[src/assert_macros.svh]
// Assertion macros used by the clock-tree calculator queue.
`ifndef ASSERT_MACROS_SVH
`define ASSERT_MACROS_SVH

// Plain property, checked at every clock edge outside of reset.
`define PCF_ASSERT(label, clk, rst, prop, msg) \
   label: assert property (@(posedge clk) disable iff (rst) (prop)) else $error(msg);

// When cond holds, expr must hold in the next cycle.
`define PCF_ASSERT_NEXT(label, clk, rst, cond, expr, msg) \
   `PCF_ASSERT(label, clk, rst, (cond) |=> (expr), msg)

`endif

[src/pcf_pkg.sv]
// ----------------------------------------------------------------------------
// pcf_pkg
// Types, widths, constants and prescaler tables of the clock-tree calculator.
// ----------------------------------------------------------------------------
package pcf_pkg;

   localparam int unsigned HSE_W   = 26;
   localparam int unsigned WORD_W  = 32;
   localparam int unsigned VCO_W   = 35;
   localparam int unsigned CLK_W   = 34;
   localparam int unsigned M_W     = 6;
   localparam int unsigned N_W     = 9;
   localparam int unsigned Q_W     = 4;
   localparam int unsigned PDIV_W  = 4;
   localparam int unsigned PCODE_W = 2;
   localparam int unsigned SRC_W   = 2;
   localparam int unsigned AHB_W   = 4;
   localparam int unsigned APB_W   = 3;
   localparam int unsigned SHIFT_W = 4;
   localparam int unsigned DIV_BITS_PER_STEP = 4;

   localparam int unsigned QUEUE_DEPTH_DEFAULT = 2;

   localparam logic [HSE_W-1:0] HSE_RESET = 26'd8000000;
   localparam logic [CLK_W-1:0] HSI_HZ    = 34'd16000000;

   // Decoded fields of one pair of configuration words.
   typedef struct packed {
      logic [M_W-1:0]     m;
      logic [N_W-1:0]     n;
      logic [PCODE_W-1:0] pcode;
      logic [Q_W-1:0]     q;
      logic [SRC_W-1:0]   src;
      logic [AHB_W-1:0]   ahb;
      logic [APB_W-1:0]   apb1;
      logic [APB_W-1:0]   apb2;
   } item_type;

   typedef enum logic [SRC_W-1:0] {
      SRC_HSI = 2'd0,
      SRC_HSE = 2'd1,
      SRC_PLL = 2'd2,
      SRC_OFF = 2'd3
   } src_type;

   typedef enum logic [2:0] {
      ST_IDLE,
      ST_MUL,
      ST_DIVM_GO,
      ST_DIVM,
      ST_PQ_GO,
      ST_PQ,
      ST_OUT
   } back_state_type;

   typedef struct packed {
      logic pop;
      logic start_m;
      logic start_pq;
      logic load_out;
   } back_ctrl_type;

   // All AHB divisors are powers of two, so the table holds shift amounts.
   function automatic logic [SHIFT_W-1:0] ahb_shift(input logic [AHB_W-1:0] code);
      logic [SHIFT_W-1:0] s;
      unique case (code)
         4'd8:    s = 4'd1;
         4'd9:    s = 4'd2;
         4'd10:   s = 4'd3;
         4'd11:   s = 4'd4;
         4'd12:   s = 4'd6;
         4'd13:   s = 4'd7;
         4'd14:   s = 4'd8;
         4'd15:   s = 4'd9;
         default: s = 4'd0;
      endcase
      return s;
   endfunction

   function automatic logic [SHIFT_W-1:0] apb_shift(input logic [APB_W-1:0] code);
      logic [SHIFT_W-1:0] s;
      unique case (code)
         3'd4:    s = 4'd1;
         3'd5:    s = 4'd2;
         3'd6:    s = 4'd3;
         3'd7:    s = 4'd4;
         default: s = 4'd0;
      endcase
      return s;
   endfunction

   // P code 0..3 selects a divider of 2, 4, 6 or 8.
   function automatic logic [PDIV_W-1:0] p_divisor(input logic [PCODE_W-1:0] code);
      return {1'b0, code, 1'b0} + 4'd2;
   endfunction

endpackage

[src/pcf_divider.sv]
// ----------------------------------------------------------------------------
// pcf_divider
// Iterative restoring divider that retires several quotient bits per cycle.
// ----------------------------------------------------------------------------
module pcf_divider #(
   parameter int unsigned DIVIDEND_W    = 35,
   parameter int unsigned DIVISOR_W     = 6,
   parameter int unsigned BITS_PER_STEP = 4
) (
   input  logic                  clock,
   input  logic                  reset,
   input  logic                  start,
   input  logic [DIVIDEND_W-1:0] dividend,
   input  logic [DIVISOR_W-1:0]  divisor,
   output logic                  done,
   output logic [DIVIDEND_W-1:0] quotient
);

   localparam int unsigned STEPS = (DIVIDEND_W + BITS_PER_STEP - 1) / BITS_PER_STEP;
   localparam int unsigned PAD_W = STEPS * BITS_PER_STEP;
   localparam int unsigned CNT_W = $clog2(STEPS + 1);

   logic                 busy_ff, busy_in;
   logic                 done_ff, done_in;
   logic [CNT_W-1:0]     cnt_ff, cnt_in;
   logic [PAD_W-1:0]     num_ff, num_in;
   logic [PAD_W-1:0]     quo_ff, quo_in;
   logic [DIVISOR_W-1:0] rem_ff, rem_in;
   logic [DIVISOR_W-1:0] dsr_ff, dsr_in;

   logic [DIVISOR_W:0]   trial;
   logic [DIVISOR_W-1:0] rem_v;
   logic [PAD_W-1:0]     num_v;
   logic [PAD_W-1:0]     quo_v;

   // One step of long division: shift in the next dividend bits one at a time.
   always_comb begin
      rem_v = rem_ff;
      num_v = num_ff;
      quo_v = quo_ff;
      trial = '0;
      for (int i = 0; i < BITS_PER_STEP; i++) begin
         trial = {rem_v, num_v[PAD_W-1]};
         num_v = {num_v[PAD_W-2:0], 1'b0};
         if (trial >= {1'b0, dsr_ff}) begin
            rem_v = DIVISOR_W'(trial - {1'b0, dsr_ff});
            quo_v = {quo_v[PAD_W-2:0], 1'b1};
         end else begin
            rem_v = trial[DIVISOR_W-1:0];
            quo_v = {quo_v[PAD_W-2:0], 1'b0};
         end
      end
   end

   always_comb begin
      busy_in = busy_ff;
      done_in = 1'b0;
      cnt_in  = cnt_ff;
      num_in  = num_ff;
      quo_in  = quo_ff;
      rem_in  = rem_ff;
      dsr_in  = dsr_ff;
      if (start) begin
         busy_in = 1'b1;
         cnt_in  = CNT_W'(STEPS);
         num_in  = PAD_W'(dividend);
         quo_in  = '0;
         rem_in  = '0;
         dsr_in  = divisor;
      end else if (busy_ff) begin
         num_in = num_v;
         quo_in = quo_v;
         rem_in = rem_v;
         cnt_in = cnt_ff - 1'b1;
         if (cnt_ff == CNT_W'(1)) begin
            busy_in = 1'b0;
            done_in = 1'b1;
         end
      end
   end

   always_ff @(posedge clock) begin
      if (reset) begin
         busy_ff <= 1'b0;
         done_ff <= 1'b0;
         cnt_ff  <= '0;
      end else begin
         busy_ff <= busy_in;
         done_ff <= done_in;
         cnt_ff  <= cnt_in;
      end
   end

   always_ff @(posedge clock) begin
      num_ff <= num_in;
      quo_ff <= quo_in;
      rem_ff <= rem_in;
      dsr_ff <= dsr_in;
   end

   assign done     = done_ff;
   assign quotient = quo_ff[DIVIDEND_W-1:0];

endmodule

[src/pcf_queue.sv]
// ----------------------------------------------------------------------------
// pcf_queue
// Short FIFO of decoded items between the front and the back.
// ----------------------------------------------------------------------------
`include "assert_macros.svh"

module pcf_queue #(
   parameter int unsigned DEPTH = pcf_pkg::QUEUE_DEPTH_DEFAULT
) (
   input  logic              clock,
   input  logic              reset,
   input  logic              push,
   input  pcf_pkg::item_type push_item,
   output logic              full,
   input  logic              pop,
   output logic              valid,
   output pcf_pkg::item_type pop_item
);

   localparam int unsigned PTR_W = (DEPTH > 1) ? $clog2(DEPTH) : 1;
   localparam int unsigned CNT_W = $clog2(DEPTH + 1);

   pcf_pkg::item_type entries_ff [DEPTH];
   logic [PTR_W-1:0]  wr_ptr_ff, wr_ptr_in;
   logic [PTR_W-1:0]  rd_ptr_ff, rd_ptr_in;
   logic [CNT_W-1:0]  count_ff, count_in;
   logic              do_push;
   logic              do_pop;

   assign full    = (count_ff == CNT_W'(DEPTH));
   assign valid   = (count_ff != '0);
   assign do_push = push && !full;
   assign do_pop  = pop && valid;

   always_comb begin
      wr_ptr_in = wr_ptr_ff;
      rd_ptr_in = rd_ptr_ff;
      count_in  = count_ff;
      if (do_push) begin
         wr_ptr_in = (wr_ptr_ff == PTR_W'(DEPTH - 1)) ? '0 : wr_ptr_ff + 1'b1;
      end
      if (do_pop) begin
         rd_ptr_in = (rd_ptr_ff == PTR_W'(DEPTH - 1)) ? '0 : rd_ptr_ff + 1'b1;
      end
      if (do_push && !do_pop) begin
         count_in = count_ff + 1'b1;
      end else if (do_pop && !do_push) begin
         count_in = count_ff - 1'b1;
      end
   end

   always_ff @(posedge clock) begin
      if (reset) begin
         wr_ptr_ff <= '0;
         rd_ptr_ff <= '0;
         count_ff  <= '0;
      end else begin
         wr_ptr_ff <= wr_ptr_in;
         rd_ptr_ff <= rd_ptr_in;
         count_ff  <= count_in;
      end
   end

   always_ff @(posedge clock) begin
      if (do_push) begin
         entries_ff[wr_ptr_ff] <= push_item;
      end
   end

   assign pop_item = entries_ff[rd_ptr_ff];

   `PCF_ASSERT(a_count_bound, clock, reset, count_ff <= CNT_W'(DEPTH), "queue count over depth")
   `PCF_ASSERT_NEXT(a_push_grows, clock, reset, push && !pop && !full, count_ff == $past(count_ff) + 1'b1, "queue push lost")
   `PCF_ASSERT_NEXT(a_pop_shrinks, clock, reset, pop && !push && valid, count_ff == $past(count_ff) - 1'b1, "queue pop lost")

endmodule

[src/pcf_front.sv]
// ----------------------------------------------------------------------------
// pcf_front
// Accepts configuration word pairs, extracts their fields and queues them.
// ----------------------------------------------------------------------------
module pcf_front #(
   parameter int unsigned QUEUE_DEPTH = pcf_pkg::QUEUE_DEPTH_DEFAULT
) (
   input  logic                       clock,
   input  logic                       reset,
   input  logic                       req_valid,
   output logic                       req_stall,
   input  logic [pcf_pkg::WORD_W-1:0] pll_word,
   input  logic [pcf_pkg::WORD_W-1:0] clock_word,
   input  logic                       item_pop,
   output logic                       item_valid,
   output pcf_pkg::item_type          item
);

   pcf_pkg::item_type decoded;
   logic              full;

   // Field layout of the two words; all other bits are ignored.
   always_comb begin
      decoded.m     = pll_word[5:0];
      decoded.n     = pll_word[14:6];
      decoded.pcode = pll_word[17:16];
      decoded.q     = pll_word[27:24];
      decoded.src   = clock_word[3:2];
      decoded.ahb   = clock_word[7:4];
      decoded.apb1  = clock_word[12:10];
      decoded.apb2  = clock_word[15:13];
   end

   assign req_stall = full;

   pcf_queue #(
      .DEPTH(QUEUE_DEPTH)
   ) u_queue (
      .clock    (clock),
      .reset    (reset),
      .push     (req_valid),
      .push_item(decoded),
      .full     (full),
      .pop      (item_pop),
      .valid    (item_valid),
      .pop_item (item)
   );

endmodule

[src/pcf_back.sv]
// ----------------------------------------------------------------------------
// pcf_back
// Computes the clock tree of one queued item and holds it in the result
// register.
// ----------------------------------------------------------------------------
module pcf_back (
   input  logic                      clock,
   input  logic                      reset,
   input  logic [pcf_pkg::HSE_W-1:0] hse_freq_hz,
   input  logic                      item_valid,
   input  pcf_pkg::item_type         item,
   output logic                      item_pop,
   output logic                      rsp_valid,
   input  logic                      rsp_stall,
   output logic [pcf_pkg::VCO_W-1:0] vco_hz,
   output logic [pcf_pkg::CLK_W-1:0] pll_p_hz,
   output logic [pcf_pkg::VCO_W-1:0] pll_q_hz,
   output logic [pcf_pkg::CLK_W-1:0] sysclk_hz,
   output logic [pcf_pkg::CLK_W-1:0] hclk_hz,
   output logic [pcf_pkg::CLK_W-1:0] pclk1_hz,
   output logic [pcf_pkg::CLK_W-1:0] pclk2_hz,
   output logic                      divide_error
);

   localparam int unsigned VCO_W = pcf_pkg::VCO_W;
   localparam int unsigned CLK_W = pcf_pkg::CLK_W;

   pcf_pkg::back_state_type state_ff, state_in;
   pcf_pkg::back_ctrl_type  ctrl;
   pcf_pkg::item_type       it_ff;
   logic [VCO_W-1:0]        prod_ff;
   logic [VCO_W-1:0]        vco_ff;
   logic                    out_free;

   logic                    m_done;
   logic                    p_done;
   logic                    q_done;
   logic [VCO_W-1:0]        m_quo;
   logic [VCO_W-1:0]        p_quo;
   logic [VCO_W-1:0]        q_quo;

   logic [CLK_W-1:0]        pclk_v;
   logic [VCO_W-1:0]        qclk_v;
   logic [CLK_W-1:0]        sys_v;
   logic [CLK_W-1:0]        hclk_v;

   logic                    rsp_valid_ff, rsp_valid_in;
   logic [VCO_W-1:0]        vco_out_ff;
   logic [CLK_W-1:0]        pclk_out_ff;
   logic [VCO_W-1:0]        qclk_out_ff;
   logic [CLK_W-1:0]        sys_out_ff;
   logic [CLK_W-1:0]        hclk_out_ff;
   logic [CLK_W-1:0]        pclk1_out_ff;
   logic [CLK_W-1:0]        pclk2_out_ff;
   logic                    err_out_ff;

   assign out_free = !rsp_valid_ff || !rsp_stall;

   always_comb begin
      state_in = state_ff;
      unique case (state_ff)
         pcf_pkg::ST_IDLE:    if (item_valid) state_in = pcf_pkg::ST_MUL;
         pcf_pkg::ST_MUL:     state_in = pcf_pkg::ST_DIVM_GO;
         pcf_pkg::ST_DIVM_GO: state_in = pcf_pkg::ST_DIVM;
         pcf_pkg::ST_DIVM:    if (m_done) state_in = pcf_pkg::ST_PQ_GO;
         pcf_pkg::ST_PQ_GO:   state_in = pcf_pkg::ST_PQ;
         pcf_pkg::ST_PQ:      if (p_done && q_done) state_in = pcf_pkg::ST_OUT;
         pcf_pkg::ST_OUT:     if (out_free) state_in = pcf_pkg::ST_IDLE;
         default:             state_in = pcf_pkg::ST_IDLE;
      endcase
   end

   always_comb begin
      ctrl.pop      = (state_ff == pcf_pkg::ST_IDLE) && item_valid;
      ctrl.start_m  = (state_ff == pcf_pkg::ST_DIVM_GO);
      ctrl.start_pq = (state_ff == pcf_pkg::ST_PQ_GO);
      ctrl.load_out = (state_ff == pcf_pkg::ST_OUT) && out_free;
   end

   assign item_pop = ctrl.pop;

   always_ff @(posedge clock) begin
      if (reset) begin
         state_ff <= pcf_pkg::ST_IDLE;
      end else begin
         state_ff <= state_in;
      end
   end

   always_ff @(posedge clock) begin
      if (ctrl.pop) begin
         it_ff <= item;
      end
      if (state_ff == pcf_pkg::ST_MUL) begin
         prod_ff <= VCO_W'(hse_freq_hz) * VCO_W'(it_ff.n);
      end
      if ((state_ff == pcf_pkg::ST_DIVM) && m_done) begin
         vco_ff <= (it_ff.m == '0) ? '0 : m_quo;
      end
   end

   pcf_divider #(
      .DIVIDEND_W   (VCO_W),
      .DIVISOR_W    (pcf_pkg::M_W),
      .BITS_PER_STEP(pcf_pkg::DIV_BITS_PER_STEP)
   ) u_div_m (
      .clock   (clock),
      .reset   (reset),
      .start   (ctrl.start_m),
      .dividend(prod_ff),
      .divisor (it_ff.m),
      .done    (m_done),
      .quotient(m_quo)
   );

   pcf_divider #(
      .DIVIDEND_W   (VCO_W),
      .DIVISOR_W    (pcf_pkg::PDIV_W),
      .BITS_PER_STEP(pcf_pkg::DIV_BITS_PER_STEP)
   ) u_div_p (
      .clock   (clock),
      .reset   (reset),
      .start   (ctrl.start_pq),
      .dividend(vco_ff),
      .divisor (pcf_pkg::p_divisor(it_ff.pcode)),
      .done    (p_done),
      .quotient(p_quo)
   );

   pcf_divider #(
      .DIVIDEND_W   (VCO_W),
      .DIVISOR_W    (pcf_pkg::Q_W),
      .BITS_PER_STEP(pcf_pkg::DIV_BITS_PER_STEP)
   ) u_div_q (
      .clock   (clock),
      .reset   (reset),
      .start   (ctrl.start_pq),
      .dividend(vco_ff),
      .divisor (it_ff.q),
      .done    (q_done),
      .quotient(q_quo)
   );

   // Final selection and the power-of-two AHB prescaler.
   always_comb begin
      pclk_v = p_quo[CLK_W-1:0];
      qclk_v = (it_ff.q == '0) ? '0 : q_quo;
      unique case (pcf_pkg::src_type'(it_ff.src))
         pcf_pkg::SRC_HSI: sys_v = pcf_pkg::HSI_HZ;
         pcf_pkg::SRC_HSE: sys_v = CLK_W'(hse_freq_hz);
         pcf_pkg::SRC_PLL: sys_v = pclk_v;
         pcf_pkg::SRC_OFF: sys_v = '0;
         default:          sys_v = '0;
      endcase
      hclk_v = sys_v >> pcf_pkg::ahb_shift(it_ff.ahb);
   end

   always_comb begin
      rsp_valid_in = rsp_valid_ff;
      if (ctrl.load_out) begin
         rsp_valid_in = 1'b1;
      end else if (!rsp_stall) begin
         rsp_valid_in = 1'b0;
      end
   end

   always_ff @(posedge clock) begin
      if (reset) begin
         rsp_valid_ff <= 1'b0;
      end else begin
         rsp_valid_ff <= rsp_valid_in;
      end
   end

   always_ff @(posedge clock) begin
      if (ctrl.load_out) begin
         vco_out_ff   <= vco_ff;
         pclk_out_ff  <= pclk_v;
         qclk_out_ff  <= qclk_v;
         sys_out_ff   <= sys_v;
         hclk_out_ff  <= hclk_v;
         pclk1_out_ff <= hclk_v >> pcf_pkg::apb_shift(it_ff.apb1);
         pclk2_out_ff <= hclk_v >> pcf_pkg::apb_shift(it_ff.apb2);
         err_out_ff   <= (it_ff.m == '0) || (it_ff.q == '0);
      end
   end

   assign rsp_valid    = rsp_valid_ff;
   assign vco_hz       = vco_out_ff;
   assign pll_p_hz     = pclk_out_ff;
   assign pll_q_hz     = qclk_out_ff;
   assign sysclk_hz    = sys_out_ff;
   assign hclk_hz      = hclk_out_ff;
   assign pclk1_hz     = pclk1_out_ff;
   assign pclk2_hz     = pclk2_out_ff;
   assign divide_error = err_out_ff;

endmodule

[src/pll_clock_tree_frequency_calc_core.sv]
// ----------------------------------------------------------------------------
// pll_clock_tree_frequency_calc_core
// Works out PLL and bus clock frequencies from two configuration words.
// ----------------------------------------------------------------------------
// Usage: the request channel carries a PLL configuration word and a clock
// configuration word per transfer. The response channel returns the VCO, PLL P,
// PLL Q, system, AHB and both APB frequencies in hertz plus a divide error flag
// that is set when the M or Q field is zero. The csr port writes the external
// oscillator frequency; write it only while no transfer is in flight.
// Sequence: the back end takes one item at a time through the pop, the
// multiply, the 35-bit division by M and then the divisions by P and Q, which
// run side by side; each division has a start state and retires four quotient
// bits per cycle. The result load follows, and the back end takes the next
// item from the queue only once that result is loaded.
// The front queue takes new requests while the back end is busy, so req_stall
// rises only once the queue is full.
// Reset clears the queue, the sequencer and the response valid and sets the
// oscillator frequency to 8 MHz. While rsp_valid and rsp_stall are both high the
// result register holds its value; the back end finishes its item and waits.
// ----------------------------------------------------------------------------
module pll_clock_tree_frequency_calc_core #(
   parameter int unsigned QUEUE_DEPTH = pcf_pkg::QUEUE_DEPTH_DEFAULT
) (
   input  logic                       clock,
   input  logic                       reset,
   input  logic                       csr_wr_en,
   input  logic [pcf_pkg::HSE_W-1:0]  csr_hse_freq_hz,
   input  logic                       req_valid,
   output logic                       req_stall,
   input  logic [pcf_pkg::WORD_W-1:0] req_pll_config_word,
   input  logic [pcf_pkg::WORD_W-1:0] req_clock_config_word,
   output logic                       rsp_valid,
   input  logic                       rsp_stall,
   output logic [pcf_pkg::VCO_W-1:0]  rsp_vco_hz,
   output logic [pcf_pkg::CLK_W-1:0]  rsp_pll_p_hz,
   output logic [pcf_pkg::VCO_W-1:0]  rsp_pll_q_hz,
   output logic [pcf_pkg::CLK_W-1:0]  rsp_sysclk_hz,
   output logic [pcf_pkg::CLK_W-1:0]  rsp_hclk_hz,
   output logic [pcf_pkg::CLK_W-1:0]  rsp_pclk1_hz,
   output logic [pcf_pkg::CLK_W-1:0]  rsp_pclk2_hz,
   output logic                       rsp_divide_error
);

   // The oscillator frequency register; the back end reads it directly.
   logic [pcf_pkg::HSE_W-1:0] hse_ff;
   logic [pcf_pkg::HSE_W-1:0] hse_in;

   logic              item_valid;
   logic              item_pop;
   pcf_pkg::item_type item;

   assign hse_in = csr_wr_en ? csr_hse_freq_hz : hse_ff;

   always_ff @(posedge clock) begin
      if (reset) begin
         hse_ff <= pcf_pkg::HSE_RESET;
      end else begin
         hse_ff <= hse_in;
      end
   end

   // The front end decodes and queues requests independently of the back end.
   pcf_front #(
      .QUEUE_DEPTH(QUEUE_DEPTH)
   ) u_front (
      .clock     (clock),
      .reset     (reset),
      .req_valid (req_valid),
      .req_stall (req_stall),
      .pll_word  (req_pll_config_word),
      .clock_word(req_clock_config_word),
      .item_pop  (item_pop),
      .item_valid(item_valid),
      .item      (item)
   );

   // The back end runs the multiply and divide sequence and owns the result
   // register, so a stalled response never blocks the queue from filling.
   pcf_back u_back (
      .clock       (clock),
      .reset       (reset),
      .hse_freq_hz (hse_ff),
      .item_valid  (item_valid),
      .item        (item),
      .item_pop    (item_pop),
      .rsp_valid   (rsp_valid),
      .rsp_stall   (rsp_stall),
      .vco_hz      (rsp_vco_hz),
      .pll_p_hz    (rsp_pll_p_hz),
      .pll_q_hz    (rsp_pll_q_hz),
      .sysclk_hz   (rsp_sysclk_hz),
      .hclk_hz     (rsp_hclk_hz),
      .pclk1_hz    (rsp_pclk1_hz),
      .pclk2_hz    (rsp_pclk2_hz),
      .divide_error(rsp_divide_error)
   );

endmodule
[config.mk]
export PLATFORM = sky130hd
export DESIGN_NAME = pll_clock_tree_frequency_calc_core
export DESIGN_NICKNAME = d
export VERILOG_FILES = /design/src/pcf_pkg.sv /design/src/pcf_divider.sv /design/src/pcf_queue.sv /design/src/pcf_front.sv /design/src/pcf_back.sv /design/src/pll_clock_tree_frequency_calc_core.sv
export VERILOG_INCLUDE_DIRS = /design/src /design/src/src
export SDC_FILE = /design/constraint.sdc
export NUM_CORES = 2
export LEC_CHECK = 0
export BUFFER_PORTS_ARGS = -buffer_cell sky130_fd_sc_hd__buf_2
export CAP_MARGIN = 15
export CORE_MARGIN = 3
export CORE_UTILIZATION = 57
export CTS_BUF_LIST = sky130_fd_sc_hd__clkbuf_2 sky130_fd_sc_hd__clkbuf_4 sky130_fd_sc_hd__clkbuf_8
export CTS_CLUSTER_SIZE = 40
export DETAILED_ROUTE_END_ITERATION = 12
export GPL_TIMING_DRIVEN = 0
export PLACE_DENSITY = 0.8
export SLEW_MARGIN = 20
export SYNTH_ARGS = -nofsm -noshare
export SYNTH_HDL_FRONTEND = slang
export SYNTH_HIERARCHICAL = 1
export SYNTH_SLANG_ARGS = --single-unit
[constraint.sdc]
create_clock -name clock -period 15.9 [get_ports clock]
set_input_delay 3.975 -clock clock [delete_from_list [all_inputs] [get_ports clock]]
set_output_delay 3.975 -clock clock [all_outputs]
set_load 0.05 [all_outputs]
==> flow_summary.json <==
{
  "reg2reg_from": "u_back/u_div_m/dsr_ff[1]",
  "fp-row-count": 96,
  "worstHoldPathType": "flip-flop to flip-flop",
  "grt_antenna_before_repair": 16,
  "dpl.hpwl_mm": 81.4,
  "worst-r2r-cell-count": 29,
  "flow.area_growth_from_synthesis_pct": 13.8,
  "layout.filler_cells": 5208,
  "timing.final.crit_share": 0.591,
  "path_max_fanout": 10,
  "grt_setup_unrepaired": "no",
  "place.port_buffers": 306,
  "worst-endpoint-required_ns": 16.52,
  "grt_pass1_vias": 28707,
  "drt_iter0_drc": 2665,
  "drtAntennaViolNets": 0,
  "register_to_register_setup_slack_ns": 6.51,
  "die_w_um": 272,
  "setup-tns-final_ns": 0,
  "io_pins": 338,
  "cts_tree": "done",
  "grt_max_degree": 36,
  "share_of_post_route_cells_with_drive_strength_above_1": 0.228,
  "worst_hold_slack_ns": 0.456,
  "num_vias": 28821,
  "fmax_ghz": 0.106,
  "final_period_minus_worst_setup_slack_ns": 9.39,
  "cts.path.max_buffers": 3,
  "mappedNetlistArea_um2": 40300,
  "postcts_setup_bufs": 0,
  "vias_per_cell": 5.85,
  "leakagePower_nw": 18.9,
  "grt_overflow": 0,
  "maxSlewHeadroom": 0.168,
  "numCtsBuffers": 109,
  "power_per_cell_area_nw_per_um2": 243,
  "ys_warn_count": 6,
  "ff_to_ff_end": "u_back/u_div_m/rem_ff[1]",
  "drv_slew": 0,
  "initial_util": 0.581,
  "multi_input_area_um2": 18300,
  "timing_worst_setup_path_type": "flip-flop to flip-flop",
  "detail_route.drc_violations": 0,
  "synth.avg_cell_area_um2": 11.7,
  "end_of_flow_core_utilization": 0.661,
  "clock-skew-final_ns": 0.0509,
  "routed-wl-met3_mm": 9.97,
  "grt_pass1_wl_mm": 168,
  "run_status": "finished, final reports clean",
  "synth_fp_nets": 3836,
  "power.ir.vdd_worst_v": 0.000344,
  "setup_violations": 0,
  "startpoint_type_of_the_worst_setup_path": "flip-flop",
  "path_buf_inv": 1,
  "post_cts_hold_buffers": 0,
  "clk_root_buffer_cell": "sky130_fd_sc_hd__clkbuf_8",
  "dr.max_layer_used": "met4",
  "globalplace.congestion": 0.996,
  "timing.critical_path.slowest_stage_cell": "sky130_fd_sc_hd__a311oi_2",
  "timing.final.hold_violations": 0,
  "clk_latency_ns": 0.74,
  "p_total_mw": 11.1,
  "timing.critical_path.to_type": "flip-flop",
  "cts_sinks": 707,
  "crit_arrival_ns": 10.02,
  "nets": 4281,
  "dieArea_um2": 73900,
  "first_pass_iters": 6,
  "path_clk_slew_ns": 0.07,
  "grt_util_all_layers": 0.294,
  "total_wirelength_of_the_detailed_routed_design_mm": 108,
  "metal1_wirelength_mm": 43.1,
  "detail_route.wl_per_cell_um": 22.0,
  "core_region_area_um2": 69300,
  "cts_resized": 0,
  "critical-path-max-stage-delay_ns": 0.56,
  "met2_wirelength_mm": 50.4,
  "drv.max_cap_violation_count": 0,
  "die-height_um": 272,
  "clock_tree.htree_level_count": 3,
  "netlist_instances": 3440,
  "worstMarginPinSlew_ns": 1.24,
  "critical_path.startpoint": "u_back/u_div_m/dsr_ff[1]",
  "cell_class_contributing_the_biggest_share_of_worst_path_delay": "compound AO/OA/AOI/OAI gates",
  "register_area_um2": 19400,
  "worstSetupPathDepth": 29,
  "endpoint": "u_back/u_div_m/rem_ff[1]"
}
## cells in the final DEF, fill, tap and decap left out, drive strengths merged, types with 175 or more instances in the layout
cell type / count
edfxtp: 529
dfxtp: 178
clkbuf: 296
buf: 466
and2: 198
fa: 181
mux2i: 175
nor2: 278
inv: 294
nand2: 223
## worst min-delay path by stage
stage / from / slack (ns) / cells after the start / endpoint
3_5_place_dp: u_back/it_ff[30] / 0.44 / 0 / u_back/u_div_m/dsr_ff[3]
6_report: u_back/it_ff[31] / 0.46 / 0 / u_back/u_div_m/dsr_ff[4]
2_1_floorplan: u_back/it_ff[30] / 0.43 / 0 / u_back/u_div_m/dsr_ff[3]
4_1_cts: u_back/it_ff[30] / 0.45 / 0 / u_back/u_div_m/dsr_ff[3]
5_1_grt: u_back/it_ff[31] / 0.46 / 0 / u_back/u_div_m/dsr_ff[4]
3_3_place_gp: u_back/it_ff[14] / 0.43 / 0 / u_back/u_div_q/dsr_ff[2]
## flip-flops by register name, summed over array words and instances, names as in the netlist, 6 cells and up, named ones only
name and flops:
hse_ff 26, u_back/hclk_hz 34, u_back/it_ff 33, u_back/pclk1_hz 34, u_back/pclk2_hz 34, u_back/pll_p_hz 34, u_back/pll_q_hz 35, u_back/prod_ff 35
u_back/sysclk_hz 34, u_back/u_div_m/dsr_ff 6, u_back/u_div_m/num_ff 36, u_back/u_div_m/quo_ff 35, u_back/u_div_m/rem_ff 6, u_back/u_div_p/num_ff 36, u_back/u_div_p/quo_ff 34, u_back/u_div_q/num_ff 36
u_back/u_div_q/quo_ff 35, u_back/vco_ff 35, u_back/vco_hz 35, u_front/u_queue/entries_ff 66
## where the power goes
| part | total (mW) | internal [mW] | switching (mW) |
|---|---|---|---|
| sequential | 2.61 | 2.47 | 0.138 |
| clock | 1.58 | 0.842 | 0.733 |
| combinational | 6.93 | 2.75 | 4.18 |
| total | 11.1 | 6.06 | 5.06 |
## area by class of cell
cell class | count | area share
Antenna cell | 13 | 0.000710
Buffer | 269 | 0.0314
Clock buffer | 159 | 0.0423
Clock inverter | 46 | 0.00784
Inverter | 292 | 0.0239
Multi-Input combinational cell | 2172 | 0.400
Sequential cell | 707 | 0.425
Tap cell | 931 | 0.0254
Timing Repair Buffer | 334 | 0.0435
## layer usage
metal,vias to the layer above,track usage
met5,-,0
met4,0,0.131
met3,277,0.0660
met2,1380,0.462
met1,14185,0.394
li1,12979,-
## through the flow
stage,setup WS [ns],cells,area (µm²)
after floorplan,4.89,3440,40300
after global placement,2.10,4677,43000
after detailed placement,6.78,4705,43500
after CTS,6.74,4910,45800
after global routing,5.87,4923,45800
final,6.51,4923,45800
No activity file was read; power rests on OpenSTA's default activity.
